<file path="src/design/rvex_pkg.sv">
// Shared types and constants for the RV32I execute stage pipeline.
// Used by every module in this folder; depends on nothing.
package rvex_pkg;

   // Operation kinds as they arrive on req_op
   localparam logic [5:0] OP_LUI   = 6'd0;
   localparam logic [5:0] OP_AUIPC = 6'd1;
   localparam logic [5:0] OP_JAL   = 6'd2;
   localparam logic [5:0] OP_JALR  = 6'd3;
   localparam logic [5:0] OP_BEQ   = 6'd4;
   localparam logic [5:0] OP_BNE   = 6'd5;
   localparam logic [5:0] OP_BLT   = 6'd6;
   localparam logic [5:0] OP_BGE   = 6'd7;
   localparam logic [5:0] OP_BLTU  = 6'd8;
   localparam logic [5:0] OP_BGEU  = 6'd9;
   localparam logic [5:0] OP_LB    = 6'd10;
   localparam logic [5:0] OP_LH    = 6'd11;
   localparam logic [5:0] OP_LW    = 6'd12;
   localparam logic [5:0] OP_LBU   = 6'd13;
   localparam logic [5:0] OP_LHU   = 6'd14;
   localparam logic [5:0] OP_SB    = 6'd15;
   localparam logic [5:0] OP_SH    = 6'd16;
   localparam logic [5:0] OP_SW    = 6'd17;
   localparam logic [5:0] OP_ADDI  = 6'd18;
   localparam logic [5:0] OP_SLTI  = 6'd19;
   localparam logic [5:0] OP_SLTIU = 6'd20;
   localparam logic [5:0] OP_XORI  = 6'd21;
   localparam logic [5:0] OP_ORI   = 6'd22;
   localparam logic [5:0] OP_ANDI  = 6'd23;
   localparam logic [5:0] OP_SLLI  = 6'd24;
   localparam logic [5:0] OP_SRLI  = 6'd25;
   localparam logic [5:0] OP_SRAI  = 6'd26;
   localparam logic [5:0] OP_ADD   = 6'd27;
   localparam logic [5:0] OP_SUB   = 6'd28;
   localparam logic [5:0] OP_SLL   = 6'd29;
   localparam logic [5:0] OP_SLT   = 6'd30;
   localparam logic [5:0] OP_SLTU  = 6'd31;
   localparam logic [5:0] OP_XOR   = 6'd32;
   localparam logic [5:0] OP_SRL   = 6'd33;
   localparam logic [5:0] OP_SRA   = 6'd34;
   localparam logic [5:0] OP_OR    = 6'd35;
   localparam logic [5:0] OP_AND   = 6'd36;

   // Memory access sizes in bytes
   localparam logic [2:0] LEN_NONE = 3'd0;
   localparam logic [2:0] LEN_BYTE = 3'd1;
   localparam logic [2:0] LEN_HALF = 3'd2;
   localparam logic [2:0] LEN_WORD = 3'd4;

   // Upper immediate shift and link offset
   localparam int          UPPER_SHIFT = 12;
   localparam logic [31:0] LINK_OFFSET = 32'd4;
   localparam logic [31:0] BYTE_MASK   = 32'h0000_00FF;
   localparam logic [31:0] HALF_MASK   = 32'h0000_FFFF;

   // Result source / ALU function
   typedef enum logic [3:0] {
      FN_NONE, FN_LUI, FN_AUIPC, FN_LINK, FN_BRANCH, FN_MEM,
      FN_ADD, FN_SUB, FN_SLT, FN_SLTU, FN_XOR, FN_OR, FN_AND,
      FN_SLL, FN_SRL, FN_SRA
   } fn_type;

   // Control transfer kind
   typedef enum logic [3:0] {
      BR_NONE, BR_EQ, BR_NE, BR_LT, BR_GE, BR_LTU, BR_GEU, BR_JAL, BR_JALR
   } br_type;

   // Store data masking
   typedef enum logic [1:0] {
      SM_PASS, SM_BYTE, SM_HALF
   } smask_type;

   typedef struct packed {
      fn_type     fn;
      br_type     br;
      smask_type  smask;
      logic [2:0] len;
      logic       reg_write;
      logic       mem_read;
      logic       mem_write;
      logic       sign_extend;
      logic       bad_op;
   } ctrl_type;

   // Decode stage payload
   typedef struct packed {
      ctrl_type    ctrl;
      logic [31:0] a;
      logic [31:0] b;
      logic [31:0] imm;
      logic [31:0] pc;
      logic [4:0]  dest;
   } dec_type;

   // ALU stage payload
   typedef struct packed {
      ctrl_type    ctrl;
      logic [31:0] alu_val;
      logic        eq;
      logic        lt_s;
      logic        lt_u;
      logic [31:0] add_ab;
      logic [31:0] pc_plus4;
      logic [31:0] pc_imm;
      logic [31:0] pc_a;
      logic [31:0] addr;
      logic [31:0] sdata;
      logic [31:0] a;
      logic [31:0] pc;
      logic [4:0]  dest;
   } alu_type;

endpackage

</file>
<file path="src/design/rvex_decode.sv">
// First pipeline stage: decodes the operation kind into controls and registers the operands.
// Depends on rvex_pkg.
module rvex_decode (
   input  logic              clock,
   input  logic              reset,
   input  logic              start,
   input  logic [5:0]        req_op,
   input  logic [31:0]       req_operand_a,
   input  logic [31:0]       req_operand_b,
   input  logic [31:0]       req_immediate,
   input  logic [31:0]       req_pc,
   input  logic [4:0]        req_dest_in,
   output logic              dec_valid,
   output rvex_pkg::dec_type dec_data
);

   logic               valid_ff;
   rvex_pkg::dec_type  data_ff;
   rvex_pkg::dec_type  data_in;
   rvex_pkg::ctrl_type ctrl;

   // Operation decoder
   always_comb begin
      ctrl             = '0;
      ctrl.fn          = rvex_pkg::FN_NONE;
      ctrl.br          = rvex_pkg::BR_NONE;
      ctrl.smask       = rvex_pkg::SM_PASS;
      ctrl.len         = rvex_pkg::LEN_NONE;
      unique case (req_op)
         rvex_pkg::OP_LUI: begin
            ctrl.fn = rvex_pkg::FN_LUI;   ctrl.reg_write = 1'b1;
         end
         rvex_pkg::OP_AUIPC: begin
            ctrl.fn = rvex_pkg::FN_AUIPC; ctrl.reg_write = 1'b1;
         end
         rvex_pkg::OP_JAL: begin
            ctrl.fn = rvex_pkg::FN_LINK;  ctrl.br = rvex_pkg::BR_JAL;
            ctrl.reg_write = 1'b1;
         end
         rvex_pkg::OP_JALR: begin
            ctrl.fn = rvex_pkg::FN_LINK;  ctrl.br = rvex_pkg::BR_JALR;
            ctrl.reg_write = 1'b1;
         end
         rvex_pkg::OP_BEQ:  begin ctrl.fn = rvex_pkg::FN_BRANCH; ctrl.br = rvex_pkg::BR_EQ;  end
         rvex_pkg::OP_BNE:  begin ctrl.fn = rvex_pkg::FN_BRANCH; ctrl.br = rvex_pkg::BR_NE;  end
         rvex_pkg::OP_BLT:  begin ctrl.fn = rvex_pkg::FN_BRANCH; ctrl.br = rvex_pkg::BR_LT;  end
         rvex_pkg::OP_BGE:  begin ctrl.fn = rvex_pkg::FN_BRANCH; ctrl.br = rvex_pkg::BR_GE;  end
         rvex_pkg::OP_BLTU: begin ctrl.fn = rvex_pkg::FN_BRANCH; ctrl.br = rvex_pkg::BR_LTU; end
         rvex_pkg::OP_BGEU: begin ctrl.fn = rvex_pkg::FN_BRANCH; ctrl.br = rvex_pkg::BR_GEU; end
         rvex_pkg::OP_LB, rvex_pkg::OP_LH, rvex_pkg::OP_LW,
         rvex_pkg::OP_LBU, rvex_pkg::OP_LHU: begin
            ctrl.fn        = rvex_pkg::FN_MEM;
            ctrl.mem_read  = 1'b1;
            ctrl.reg_write = 1'b1;
            ctrl.sign_extend = (req_op == rvex_pkg::OP_LB) || (req_op == rvex_pkg::OP_LH)
                               || (req_op == rvex_pkg::OP_LW);
            if ((req_op == rvex_pkg::OP_LB) || (req_op == rvex_pkg::OP_LBU)) begin
               ctrl.len = rvex_pkg::LEN_BYTE;
            end else if ((req_op == rvex_pkg::OP_LH) || (req_op == rvex_pkg::OP_LHU)) begin
               ctrl.len = rvex_pkg::LEN_HALF;
            end else begin
               ctrl.len = rvex_pkg::LEN_WORD;
            end
         end
         rvex_pkg::OP_SB: begin
            ctrl.fn = rvex_pkg::FN_MEM; ctrl.mem_write = 1'b1;
            ctrl.len = rvex_pkg::LEN_BYTE; ctrl.smask = rvex_pkg::SM_BYTE;
         end
         rvex_pkg::OP_SH: begin
            ctrl.fn = rvex_pkg::FN_MEM; ctrl.mem_write = 1'b1;
            ctrl.len = rvex_pkg::LEN_HALF; ctrl.smask = rvex_pkg::SM_HALF;
         end
         rvex_pkg::OP_SW: begin
            ctrl.fn = rvex_pkg::FN_MEM; ctrl.mem_write = 1'b1;
            ctrl.len = rvex_pkg::LEN_WORD;
         end
         rvex_pkg::OP_ADDI, rvex_pkg::OP_ADD: begin
            ctrl.fn = rvex_pkg::FN_ADD;  ctrl.reg_write = 1'b1;
         end
         rvex_pkg::OP_SUB: begin
            ctrl.fn = rvex_pkg::FN_SUB;  ctrl.reg_write = 1'b1;
         end
         rvex_pkg::OP_SLTI, rvex_pkg::OP_SLT: begin
            ctrl.fn = rvex_pkg::FN_SLT;  ctrl.reg_write = 1'b1;
         end
         rvex_pkg::OP_SLTIU, rvex_pkg::OP_SLTU: begin
            ctrl.fn = rvex_pkg::FN_SLTU; ctrl.reg_write = 1'b1;
         end
         rvex_pkg::OP_XORI, rvex_pkg::OP_XOR: begin
            ctrl.fn = rvex_pkg::FN_XOR;  ctrl.reg_write = 1'b1;
         end
         rvex_pkg::OP_ORI, rvex_pkg::OP_OR: begin
            ctrl.fn = rvex_pkg::FN_OR;   ctrl.reg_write = 1'b1;
         end
         rvex_pkg::OP_ANDI, rvex_pkg::OP_AND: begin
            ctrl.fn = rvex_pkg::FN_AND;  ctrl.reg_write = 1'b1;
         end
         rvex_pkg::OP_SLLI, rvex_pkg::OP_SLL: begin
            ctrl.fn = rvex_pkg::FN_SLL;  ctrl.reg_write = 1'b1;
         end
         rvex_pkg::OP_SRLI, rvex_pkg::OP_SRL: begin
            ctrl.fn = rvex_pkg::FN_SRL;  ctrl.reg_write = 1'b1;
         end
         rvex_pkg::OP_SRAI, rvex_pkg::OP_SRA: begin
            ctrl.fn = rvex_pkg::FN_SRA;  ctrl.reg_write = 1'b1;
         end
         default: begin
            ctrl.bad_op = 1'b1;
         end
      endcase
   end

   // Stage payload
   always_comb begin
      data_in      = '0;
      data_in.ctrl = ctrl;
      data_in.a    = req_operand_a;
      data_in.b    = req_operand_b;
      data_in.imm  = req_immediate;
      data_in.pc   = req_pc;
      data_in.dest = req_dest_in;
   end

   // Valid bit
   always_ff @(posedge clock) begin
      if (reset) begin
         valid_ff <= 1'b0;
      end else begin
         valid_ff <= start;
      end
   end

   // Payload register, no reset
   always_ff @(posedge clock) begin
      data_ff <= data_in;
   end

   assign dec_valid = valid_ff;
   assign dec_data  = data_ff;

endmodule

</file>
<file path="src/design/rvex_alu.sv">
// Second pipeline stage: adders, comparators, shifter and logic unit.
// Depends on rvex_pkg.
module rvex_alu (
   input  logic              clock,
   input  logic              reset,
   input  logic              dec_valid,
   input  rvex_pkg::dec_type dec_data,
   output logic              alu_valid,
   output rvex_pkg::alu_type alu_data
);

   logic              valid_ff;
   rvex_pkg::alu_type data_ff;
   rvex_pkg::alu_type data_in;
   logic [32:0]       diff;
   logic [4:0]        sh;
   logic [31:0]       upper;
   logic              lt_s;

   assign diff  = {1'b0, dec_data.a} - {1'b0, dec_data.b};
   assign sh    = dec_data.b[4:0];
   assign upper = dec_data.imm << rvex_pkg::UPPER_SHIFT;
   // Signed compare from the unsigned borrow and the sign bits
   assign lt_s  = (dec_data.a[31] ^ dec_data.b[31]) ? dec_data.a[31] : diff[32];

   always_comb begin
      data_in          = '0;
      data_in.ctrl     = dec_data.ctrl;
      data_in.eq       = (dec_data.a == dec_data.b);
      data_in.lt_s     = lt_s;
      data_in.lt_u     = diff[32];
      data_in.add_ab   = dec_data.a + dec_data.b;
      data_in.pc_plus4 = dec_data.pc + rvex_pkg::LINK_OFFSET;
      data_in.pc_a     = dec_data.pc + dec_data.a;
      data_in.addr     = dec_data.a + dec_data.imm;
      data_in.a        = dec_data.a;
      data_in.pc       = dec_data.pc;
      data_in.dest     = dec_data.dest;

      // AUIPC and branches share the pc adder
      if (dec_data.ctrl.fn == rvex_pkg::FN_AUIPC) begin
         data_in.pc_imm = dec_data.pc + upper;
      end else begin
         data_in.pc_imm = dec_data.pc + dec_data.imm;
      end

      // Store data masked to access size
      case (dec_data.ctrl.smask)
         rvex_pkg::SM_BYTE: data_in.sdata = dec_data.b & rvex_pkg::BYTE_MASK;
         rvex_pkg::SM_HALF: data_in.sdata = dec_data.b & rvex_pkg::HALF_MASK;
         default:           data_in.sdata = dec_data.b;
      endcase

      // ALU result for register and immediate forms, and LUI
      case (dec_data.ctrl.fn)
         rvex_pkg::FN_LUI:  data_in.alu_val = upper;
         rvex_pkg::FN_ADD:  data_in.alu_val = dec_data.a + dec_data.b;
         rvex_pkg::FN_SUB:  data_in.alu_val = diff[31:0];
         rvex_pkg::FN_SLT:  data_in.alu_val = {31'd0, lt_s};
         rvex_pkg::FN_SLTU: data_in.alu_val = {31'd0, diff[32]};
         rvex_pkg::FN_XOR:  data_in.alu_val = dec_data.a ^ dec_data.b;
         rvex_pkg::FN_OR:   data_in.alu_val = dec_data.a | dec_data.b;
         rvex_pkg::FN_AND:  data_in.alu_val = dec_data.a & dec_data.b;
         rvex_pkg::FN_SLL:  data_in.alu_val = dec_data.a << sh;
         rvex_pkg::FN_SRL:  data_in.alu_val = dec_data.a >> sh;
         rvex_pkg::FN_SRA:  data_in.alu_val = 32'($signed(dec_data.a) >>> sh);
         default:           data_in.alu_val = '0;
      endcase
   end

   // Valid bit
   always_ff @(posedge clock) begin
      if (reset) begin
         valid_ff <= 1'b0;
      end else begin
         valid_ff <= dec_valid;
      end
   end

   // Payload register, no reset
   always_ff @(posedge clock) begin
      data_ff <= data_in;
   end

   assign alu_valid = valid_ff;
   assign alu_data  = data_ff;

endmodule

</file>
<file path="src/design/rvex_resolve.sv">
// Third pipeline stage: branch resolution, result select and output registers.
// Depends on rvex_pkg.
module rvex_resolve (
   input  logic              clock,
   input  logic              reset,
   input  logic              alu_valid,
   input  rvex_pkg::alu_type alu_data,
   output logic              rsp_valid,
   output logic [31:0]       rsp_result,
   output logic [31:0]       rsp_store_data,
   output logic [31:0]       rsp_base_out,
   output logic [4:0]        rsp_dest_out,
   output logic [2:0]        rsp_access_bytes,
   output logic              rsp_reg_write,
   output logic              rsp_mem_read,
   output logic              rsp_mem_write,
   output logic              rsp_sign_extend,
   output logic              rsp_taken,
   output logic [31:0]       rsp_next_pc,
   output logic              rsp_bad_op
);

   logic        valid_ff;
   logic [31:0] result_ff, result_in;
   logic [31:0] sdata_ff;
   logic [31:0] base_ff;
   logic [4:0]  dest_ff;
   logic [2:0]  len_ff;
   logic        reg_write_ff, mem_read_ff, mem_write_ff, sign_extend_ff, bad_op_ff;
   logic        taken_ff, taken_in;
   logic [31:0] next_pc_ff, next_pc_in;
   logic        cond;

   // Branch condition
   always_comb begin
      case (alu_data.ctrl.br)
         rvex_pkg::BR_EQ:  cond = alu_data.eq;
         rvex_pkg::BR_NE:  cond = !alu_data.eq;
         rvex_pkg::BR_LT:  cond = alu_data.lt_s;
         rvex_pkg::BR_GE:  cond = !alu_data.lt_s;
         rvex_pkg::BR_LTU: cond = alu_data.lt_u;
         rvex_pkg::BR_GEU: cond = !alu_data.lt_u;
         default:          cond = 1'b0;
      endcase
   end

   // Taken flag and next pc
   always_comb begin
      case (alu_data.ctrl.br)
         rvex_pkg::BR_JAL: begin
            taken_in   = 1'b1;
            next_pc_in = alu_data.pc_a;
         end
         rvex_pkg::BR_JALR: begin
            taken_in   = 1'b1;
            next_pc_in = {alu_data.add_ab[31:1], 1'b0};
         end
         default: begin
            taken_in   = cond;
            next_pc_in = cond ? alu_data.pc_imm : alu_data.pc;
         end
      endcase
   end

   // Result select
   always_comb begin
      case (alu_data.ctrl.fn)
         rvex_pkg::FN_NONE, rvex_pkg::FN_BRANCH: result_in = '0;
         rvex_pkg::FN_AUIPC:                     result_in = alu_data.pc_imm;
         rvex_pkg::FN_LINK:                      result_in = alu_data.pc_plus4;
         rvex_pkg::FN_MEM:                       result_in = alu_data.addr;
         default:                                result_in = alu_data.alu_val;
      endcase
   end

   // Result strobe
   always_ff @(posedge clock) begin
      if (reset) begin
         valid_ff <= 1'b0;
      end else begin
         valid_ff <= alu_valid;
      end
   end

   // Output payload registers, no reset
   always_ff @(posedge clock) begin
      result_ff      <= result_in;
      sdata_ff       <= alu_data.sdata;
      base_ff        <= alu_data.a;
      dest_ff        <= alu_data.dest;
      len_ff         <= alu_data.ctrl.len;
      reg_write_ff   <= alu_data.ctrl.reg_write;
      mem_read_ff    <= alu_data.ctrl.mem_read;
      mem_write_ff   <= alu_data.ctrl.mem_write;
      sign_extend_ff <= alu_data.ctrl.sign_extend;
      bad_op_ff      <= alu_data.ctrl.bad_op;
      taken_ff       <= taken_in;
      next_pc_ff     <= next_pc_in;
   end

   assign rsp_valid        = valid_ff;
   assign rsp_result       = result_ff;
   assign rsp_store_data   = sdata_ff;
   assign rsp_base_out     = base_ff;
   assign rsp_dest_out     = dest_ff;
   assign rsp_access_bytes = len_ff;
   assign rsp_reg_write    = reg_write_ff;
   assign rsp_mem_read     = mem_read_ff;
   assign rsp_mem_write    = mem_write_ff;
   assign rsp_sign_extend  = sign_extend_ff;
   assign rsp_taken        = taken_ff;
   assign rsp_next_pc      = next_pc_ff;
   assign rsp_bad_op       = bad_op_ff;

endmodule

</file>
<file path="src/design/rv32i_execute_stage_top.sv">
// RV32I execute stage: decode, ALU and resolve stages, one register stage each.
// The accepting edge loads the decode stage; rsp_valid strobes once the ALU and resolve registers are loaded in turn.
// Throughput: one transaction per cycle; busy stays low since nothing downstream can stall.
// Reset clears the stage valid bits only; no result is strobed until a new start.
// Depends on rvex_pkg, rvex_decode, rvex_alu and rvex_resolve.
module rv32i_execute_stage_top (
   input  logic        clock,
   input  logic        reset,
   input  logic        start,
   output logic        busy,
   input  logic [5:0]  req_op,
   input  logic [31:0] req_operand_a,
   input  logic [31:0] req_operand_b,
   input  logic [31:0] req_immediate,
   input  logic [31:0] req_pc,
   input  logic [4:0]  req_dest_in,
   output logic        rsp_valid,
   output logic [31:0] rsp_result,
   output logic [31:0] rsp_store_data,
   output logic [31:0] rsp_base_out,
   output logic [4:0]  rsp_dest_out,
   output logic [2:0]  rsp_access_bytes,
   output logic        rsp_reg_write,
   output logic        rsp_mem_read,
   output logic        rsp_mem_write,
   output logic        rsp_sign_extend,
   output logic        rsp_taken,
   output logic [31:0] rsp_next_pc,
   output logic        rsp_bad_op
);

   logic              dec_valid;
   rvex_pkg::dec_type dec_data;
   logic              alu_valid;
   rvex_pkg::alu_type alu_data;

   // Pipeline never backs up
   assign busy = 1'b0;

   rvex_decode u_decode (
      .clock         (clock),
      .reset         (reset),
      .start         (start),
      .req_op        (req_op),
      .req_operand_a (req_operand_a),
      .req_operand_b (req_operand_b),
      .req_immediate (req_immediate),
      .req_pc        (req_pc),
      .req_dest_in   (req_dest_in),
      .dec_valid     (dec_valid),
      .dec_data      (dec_data)
   );

   rvex_alu u_alu (
      .clock     (clock),
      .reset     (reset),
      .dec_valid (dec_valid),
      .dec_data  (dec_data),
      .alu_valid (alu_valid),
      .alu_data  (alu_data)
   );

   rvex_resolve u_resolve (
      .clock            (clock),
      .reset            (reset),
      .alu_valid        (alu_valid),
      .alu_data         (alu_data),
      .rsp_valid        (rsp_valid),
      .rsp_result       (rsp_result),
      .rsp_store_data   (rsp_store_data),
      .rsp_base_out     (rsp_base_out),
      .rsp_dest_out     (rsp_dest_out),
      .rsp_access_bytes (rsp_access_bytes),
      .rsp_reg_write    (rsp_reg_write),
      .rsp_mem_read     (rsp_mem_read),
      .rsp_mem_write    (rsp_mem_write),
      .rsp_sign_extend  (rsp_sign_extend),
      .rsp_taken        (rsp_taken),
      .rsp_next_pc      (rsp_next_pc),
      .rsp_bad_op       (rsp_bad_op)
   );

endmodule
</file>
<file path="config.mk">
export PLATFORM = sky130hd
export DESIGN_NAME = rv32i_execute_stage_top
export DESIGN_NICKNAME = d
export VERILOG_FILES = /design/src/design/rvex_pkg.sv /design/src/design/rvex_decode.sv /design/src/design/rvex_alu.sv /design/src/design/rvex_resolve.sv /design/src/design/rv32i_execute_stage_top.sv
export SDC_FILE = /design/constraint.sdc
export NUM_CORES = 1
export LEC_CHECK = 0
export BUFFER_PORTS_ARGS = -buffer_cell sky130_fd_sc_hd__buf_2
export CAP_MARGIN = 20
export CORE_ASPECT_RATIO = 1.75
export CORE_MARGIN = 1.5
export CORE_UTILIZATION = 40
export CTS_CLUSTER_SIZE = 40
export DETAILED_ROUTE_END_ITERATION = 8
export MAX_ROUTING_LAYER = met4
export SYNTH_ARGS = -nofsm -noshare
export SYNTH_HDL_FRONTEND = slang
export SYNTH_SLANG_ARGS = --single-unit
</file>
<file path="constraint.sdc">
create_clock -name clock -period 4.2 [get_ports clock]
set_input_delay 0.42 -clock clock [delete_from_list [all_inputs] [get_ports clock]]
set_output_delay 0.42 -clock clock [all_outputs]
set_load 0.005 [all_outputs]
</file>
# Word level (Yosys, flattened, before mapping)
# Cells that the tools add are included.
# classes
shift	3
n_addsub	7
mux	18
n_bitwise	4
reduce_logical	27
n_eq_ne	63
# ops
op	count
$pmux 32 s11	1
$add 32x32->32	5
$pmux 32 s2	2
$pmux 32 s4	1
$eq 6x5->1 const B	16
$mux 32	2
$pmux 4 s15	1
$eq 6x4->1 const B	8
$reduce_or 37->1	1
$eq 4x4->1 const B	9
$sub 32x32->33	1
$add 32x3->32 const B	1
$and 32x32->32	1
$eq 32x32->1	1
$eq 4x3->1 const B	8
$or 32x32->32	1
$pmux 4 s8	1
$shl 32x5->32	1
$shr 32x5->32	1
$sshr 32x5->32	1
$xor 32x32->32	1
$eq 6x6->1 const B	5
$reduce_or 28->1	1
$eq 6x3->1 const B	4
21 further kinds	48
# totals
out_inout_bits	144
register_bits	608
input_bits	142
word_cells	172

# Longest topological paths before layout
# Gate-level depths: netlist of the first run.
# depth
ltp_word	5
ltp_mapped	16
mapped_depth_nobuf	13

# Modules after synthesis
# A second synthesis of the first run with hierarchy kept.
# hier_totals
cells_unflattened	3212
hier_area_um2	29699.7
# modules_own_cells
module	seq_area_each_um2	instances	area_each_um2	cells_per_inst
rvex_alu	6266.0	1	20988.9	2527
rvex_resolve	2862.7	1	5028.6	428
rvex_decode	3042.9	1	3671.0	255
rv32i_execute_stage_top	0.0	1	11.3	2

# Worst setup path before layout of the first run
# OpenSTA, ideal clock, no wires.
# synth_path
path_kind	flip-flop to flip-flop
start	register u_decode.data_ff (netlist bit u_decode.dec_data[71])
end	register u_alu.data_ff (netlist bit u_alu.alu_data[294])
stages_incl_launch_ff	17
t_arrival_ns	4.015
setup_ns	0.134
slack_ns	0.051
period_less_slack_ns	4.149
n_path_buf	4
path_cell_list	dfxtp_1 inv_2 clkbuf_1 clkbuf_1 clkbuf_1 ha_1 buf_4 nor2b_1 o31a_1 o221a_1 o21ai_1 a31oi_1 o2111ai_1 or4b_1 a31oi_1 xnor2_1 o21ai_1
# synth_lines
element	line	source
start, declared	rvex_decode.sv:18	rvex_pkg::dec_type data_ff;
start signal, assigned	rvex_decode.sv:135	data_ff <= data_in;
end signal, assigned	rvex_alu.sv:82	data_ff <= data_in;
end, declared	rvex_alu.sv:13	rvex_pkg::alu_type data_ff;

==> impl_metrics.tcl, run 1 <==
set metrics [dict create \
    drv_slew 0 \
    antenna_cells 0 \
    setup_viol 0 \
    worst_ep_arrival_time_ns 4.56 \
    grt.overflow.total 0 \
    finalCriticalPeriod_ns 4.07 \
    grt_pass1_wl_um 169000 \
    hold_viol_final 0 \
    drt_iter0_drc 2105 \
    vias 26034 \
    fillCellCount 6913 \
    clock_path_buffers 3 \
    r2r_end "u_alu.alu_data[295]" \
    crit_slowest_cell "nor4_1" \
    finClkSkew_ns 0.0213 \
    grt_antenna_before_repair 2 \
    cts_inserted_buffers 57 \
    dpl.hpwl_um 90800 \
    worstHoldPathType "input pin to flip-flop" \
    final_util_pct 49.6 \
    post-route-drc-count 0 \
    start_util_pct 40.5 \
    synth-seq-cells 605 \
    grt_max_degree 82 \
    post_cts_buffers 0 \
    synth_nets 3495 \
    clock.fmax_mhz 246 \
    grt_pass1_vias 26394 \
    clk_pin_slew_ns 0.08 \
    reg2reg_from "u_decode.dec_data[115]" \
    final_area_mm2 0.0357 \
    r2r_cells 11 \
    syn_avg_cell_area_um2 9.30 \
    die_area_mm2 0.0745 \
    critical_path_cell_count 11 \
    area_growth_syn_to_layout_pct 22.5 \
    synth_area_mm2 0.0291 \
    yosysUniqueCellTypes 87 \
    required_ns 4.69 \
    critPathCaptureType "flip-flop" \
    firstDrtPassIters 6 \
    core_area_mm2 0.0719 \
    startpoint "u_decode.dec_data[115]" \
    gp_congestion 1.04 \
    fin_crit_sh_pct 96.9 \
    powerDensity_mw_per_mm2 438 \
    setup_tns_ns 0 \
    finalWirelength_um 117000 \
    cts_resized 0 \
    wl_per_cell_um 25.7 \
    io_buffers 284 \
    synth.yosys.seq_area_share_pct 41.6 \
    clkLatencyLatePin_ns 0.66 \
    grtUsageTotal_pct 31.9 \
    fp.dieW_um 207 \
    ant_nets 0 \
    critPathKind "flip-flop to flip-flop" \
    cts.sinks 605 \
    relSlewSlack_pct 24.1 \
    drive_gt1_share_pct 16.8 \
    max-cap-violations 0 \
    placed_cell_area_mm2 0.0322 \
    ys.flop_type "dfxtp_1" \
    cpPeakStageDelay_ns 0.85 \
    synth_cells 3132 \
    synth-edff-count 0 \
    status "complete, no violations" \
    crit_path_end "u_alu.alu_data[295]" \
    worstMarginPinSlew_ns 1.13 \
    critPathTopFamily "simple AND/OR/NAND/NOR gates" \
    via_per_inst 5.71 \
    cp-start-kind "flip-flop" \
    htreeDepth 2 \
    total_power_uw 15600 \
    ir_drop_v 0.000359 \
    num_rows 130 \
    cp_max_fo 8 \
    yosysWarningCount 0 \
    grt_setup_unrepaired "no" \
    async_reset_ff_share_pct 0 \
    cp_cell_sequence "inv_1 > ha_1 > or2_1 > nor4_1 > nand3_1 > a31oi_1 > o32ai_1 > nor4b_1 > nor3_1 > nor4bb_1 > a41oi_1" \
    io_pins 286 \
    nets 3953 \
    die_h_um 360 \
    cts_root_buf "clkbuf_16" \
    p_leak_uw 0.0155 \
    r2r_slack_ns 0.13 \
    final_cells 4562 \
    path_buf_inv 1 \
    cts_tree "built" \
    dp.cells 4320 \
]
-- sequential cells by signal, summed over array words and instances (netlist names), 3 cells and up --
signal,count
u_resolve.rsp_store_data,32
u_resolve.rsp_result,32
u_resolve.rsp_next_pc,32
u_alu.alu_data,309
u_resolve.rsp_base_out,32
u_resolve.rsp_dest_out,5
u_decode.dec_data,151
u_resolve.rsp_access_bytes,3
-- power by group --
part / internal [uW] / total [uW] / switching [uW]
clock: 3370 / 5860 / 2490
combinational: 1260 / 3040 / 1780
sequential: 6360 / 6720 / 364
-- metrics by stage --
stage | hold WS, ns | worst slack (ns)
2_1_floorplan | 0.310 | 0.0512
6_report | 0.150 | 0.129
4_1_cts | 0.105 | 0.234
3_3_place_gp | 0.310 | 0.286
5_1_grt | 0.157 | 0.0594
3_5_place_dp | 0.312 | 0.232
-- per-layer routing --
metal,part of all wire (%),wire length (um),track usage (%)
met5,0,0,-
met4,7.6,8940,21.1
met3,4.5,5270,3.12
met2,50,58100,53.9
met1,38,44800,35.0
-- what timing repair did --
item / 4_1_cts / 5_1_grt
hold buffers: 135 / 0
endpoints found under the setup margin: 0 / 0
hold endpoints to repair: 136 / 0
-- area by class of cell --
| class | instances | area, um^2 | share of cell area [%] |
|---|---|---|---|
| Clock buffer | 66 | 1510 | 4.24 |
| Clock inverter | 41 | 599 | 1.68 |
| Inverter | 150 | 563 | 1.58 |
| Multi-Input combinational cell | 2226 | 15900 | 44.7 |
| Sequential cell | 605 | 12100 | 34.0 |
| Tap cell | 924 | 1160 | 3.24 |
| Timing Repair Buffer | 550 | 3800 | 10.6 |
-- worst min-delay path by stage --
stage                                         to  cells after the start  slack, ns            startpoint
detailed placement    u_resolve.rsp_base_out[12]                      0       0.31    u_alu.alu_data[49]
global route              u_decode.dec_data[139]                      2       0.16             req_op[5]
global placement    u_resolve.rsp_store_data[21]                      0       0.31    u_alu.alu_data[90]
CTS                       u_decode.dec_data[139]                      2       0.11             req_op[5]
finish                    u_decode.dec_data[139]                      2       0.15             req_op[5]
floorplan                      u_alu.alu_data[0]                      0       0.31  u_decode.dec_data[0]
-- synth_stat cells, types with 22 or more instances --
library cell	count	share of area, %
a21oi_1	233	4.0
nor3_1	62	1.1
ha_1	215	9.2
nand3_1	62	1.1
nor2b_1	28	0.60
nand2_1	231	3.0
nor2_1	248	3.2
o21bai_1	27	0.70
mux4_2	44	3.4
a221oi_1	33	0.99
o211ai_1	27	0.70
xor2_1	39	1.2
a222oi_1	34	1.2
a31oi_1	25	0.54
a21o_1	56	1.4
nand2b_1	31	0.67
dfxtp_1	605	42
clkbuf_1	120	1.5
inv_1	133	1.7
a22oi_1	42	1.1
or3_1	22	0.47
o21ai_0	147	2.5
and2_1	33	0.71
mux2i_1	84	2.9
o21ai_1	69	1.2
a211oi_1	33	0.85
xnor2_1	127	3.8
-- placed cells by master (no fill, tap or decap), types with 33 or more instances in the layout --
cell and instances:
a221oi_1 33, o21ai_1 69, inv_1 133, clkbuf_16 58, dfxtp_1 600, buf_2 284
nand2_1 231, a21oi_1 232, buf_4 127, nand3_1 62, a21o_1 56, a22oi_1 42
and2_1 33, a222oi_1 34, mux4_2 44, xnor2_1 127, dlygate4sd3_1 135, o21ai_0 147
ha_1 215, nor2_1 248, a211oi_1 33, mux2i_1 84, xor2_1 39, nor3_1 59
-- cells by family after synthesis --
| group | count (synthesis) | synth area share [%] |
|---|---|---|
| compound gates | 901 | 20.4 |
| simple gates | 804 | 12.9 |
| flops | 605 | 41.6 |
| buf+inv | 301 | 4.00 |
| fa+ha+maj | 221 | 9.65 |
| xor+xnor | 166 | 4.99 |
| mux | 133 | 6.48 |
| other cells | 1 | 0.0129 |
Power figures use the tool's default switching activity.
==> run 2: changes to the inputs <==
clock period = 4.9 ns   (was 4.2 ns; I/O delays follow)
==> run 2 against run 1 <==
Non-clock buffer count is 57 lower. Combinational power fell by 17%. Largest cell class unchanged. First-iteration DRC count fell by 5.9%. Routed wire length down 4.1%. Setup slack better by 0.59 ns. Hold slack got worse by 0.10 ns. Sequential cell count stayed put.
==> impl_metrics.tcl, run 2 (synthesis results as in run 1) <==
set metrics [dict create \
    status "complete, no violations" \
    dp.cells 4265 \
    fp.dieW_um 207 \
    cts_inserted_buffers 58 \
    max-cap-violations 0 \
    clock.fmax_mhz 239 \
    finalCriticalPeriod_ns 4.18 \
    final_area_mm2 0.0352 \
    die_area_mm2 0.0745 \
    worstMarginPinSlew_ns 1.16 \
    finalWirelength_um 112000 \
    clk_pin_slew_ns 0.07 \
    dp_worst_setup_slack_ns 0.863 \
    powerDensity_mw_per_mm2 374 \
    setup_slack_ns 0.721 \
    htreeDepth 2 \
    final_common_cell "dfxtp_1" \
    gp_congestion 1.02 \
    cp-start-kind "flip-flop" \
    die_h_um 360 \
    final_cells 4510 \
    firstDrtPassIters 6 \
    critPathCaptureType "flip-flop" \
    final_cell_mix "dfxtp_1, buf_2, nor2_1, a21oi_1, nand2_1" \
    finClkSkew_ns 0.0252 \
    critPathKind "flip-flop to flip-flop" \
    largest_reg_flops 309 \
    setup_viol 0 \
    grt_setup_unrepaired "no" \
    grt_max_degree 73 \
    clock_path_buffers 3 \
    start_util_pct 40.5 \
    grt_antenna_before_repair 2 \
    cts_root_buf "clkbuf_16" \
    grt.overflow.total 0 \
    clkLatencyLatePin_ns 0.65 \
    nets 3897 \
    io_buffers 284 \
    fin_crit_sh_pct 85.3 \
    dpl.hpwl_um 86300 \
    worst_ep_arrival_time_ns 4.67 \
    relSlewSlack_pct 22.6 \
    required_ns 5.39 \
    via_per_inst 5.70 \
    setup_tns_ns 0 \
    area_growth_syn_to_layout_pct 20.9 \
    grt_pass1_wl_um 163000 \
    num_rows 130 \
    drt_iter0_drc 1981 \
    grtUsageTotal_pct 30.5 \
    p_leak_uw 0.0152 \
    grt_pass1_vias 25773 \
    cts_resized 0 \
    ant_nets 0 \
    worstHoldPathType "input pin to flip-flop" \
    post-route-drc-count 0 \
    cts_tree "built" \
    ir_drop_v 0.000267 \
    hold_viol_final 0 \
    wl_per_cell_um 24.9 \
    cts.sinks 605 \
    drv_slew 0 \
    drive_gt1_share_pct 15.6 \
    io_pins 286 \
    placed_cell_area_mm2 0.0318 \
    vias 25718 \
    core_area_mm2 0.0719 \
    cp_max_fo 11 \
]
==> run 2: changes by cell type in the layout (fill, tap and decap cells not counted), moves of 2 or more <==
cell	change
inv_8	+2
bufinv_16	-4
diode_2	+4
nor3_2	-2
buf_12	-2
clkinv_4	-8
dlygate4sd3_1	-2
inv_6	-2
clkinv_2	+5
buf_4	-52
clkbuf_8	+9
==> run 2: worst max-delay path, stage by stage, from the launching register on <==
cell	delay, ns
dfxtp_1	0.61
inv_1	0.12
ha_1	0.42
nor2b_1	0.19
o31a_1	0.28
o221a_1	0.34
o21ai_1	0.52
a31oi_1	0.21
o2111ai_1	0.42
or4b_1	0.49
a31oi_1	0.22
xnor2_1	0.14
o21ai_1	0.07
==> run 2: path summary, 6_finish.rpt <==
check                                             from                         end  depth (start not counted)  slack [ns]
worst max-delay path            u_decode.dec_data[103]         u_alu.alu_data[294]                         12        0.72
worst min-delay path                             reset          u_decode.dec_valid                          2        0.05
worst max register to register  u_decode.dec_data[103]         u_alu.alu_data[294]                         12        0.72
worst min register to register      u_alu.alu_data[48]  u_resolve.rsp_base_out[11]                          0        0.33
==> run 2: layer usage <==
layer | up-vias | track usage, % | part of all wire [%]
met4 | 0 | 19.1 | 7.2
met5 | - | - | 0
li1 | 12149 | - | -
met1 | 12315 | 33.9 | 39
met3 | 304 | 2.89 | 4.4
met2 | 950 | 52.0 | 50
==> run 2: final cells by class <==
class / instances / area, um^2
Sequential cell: 605 / 12100
Clock buffer: 76 / 1660
Multi-Input combinational cell: 2226 / 15900
Antenna cell: 4 / 10.0
Clock inverter: 32 / 415
Timing Repair Buffer: 493 / 3340
Tap cell: 924 / 1160
Inverter: 150 / 563
Fill cell: 6962 / 36700
==> run 2: what timing repair did <==
| item | CTS | global route |
|---|---|---|
| hold buffers | 133 | 0 |
| setup buffers | 0 | 0 |
| endpoints found under the hold margin | 133 | 0 |
==> run 2: report_power, final <==
group          total, uW  internal [uW]  switching (uW)
Sequential          5760           5450             312
Combinational       2530           1040            1490
Clock               4860           2830            2040
==> run 2: stage by stage <==
| step | hold WS (ns) | total power (uW) | utilization (%) |
|---|---|---|---|
| 2_1_floorplan | 0.310 | 7310 | - |
| 3_3_place_gp | 0.310 | 8270 | 44.2 |
| 3_5_place_dp | 0.312 | 8270 | 44.2 |
| 4_1_cts | 0.00577 | 13300 | 48.9 |
| 5_1_grt | 0.0419 | 13700 | 49.0 |
| 6_report | 0.0475 | 13200 | 49.0 |
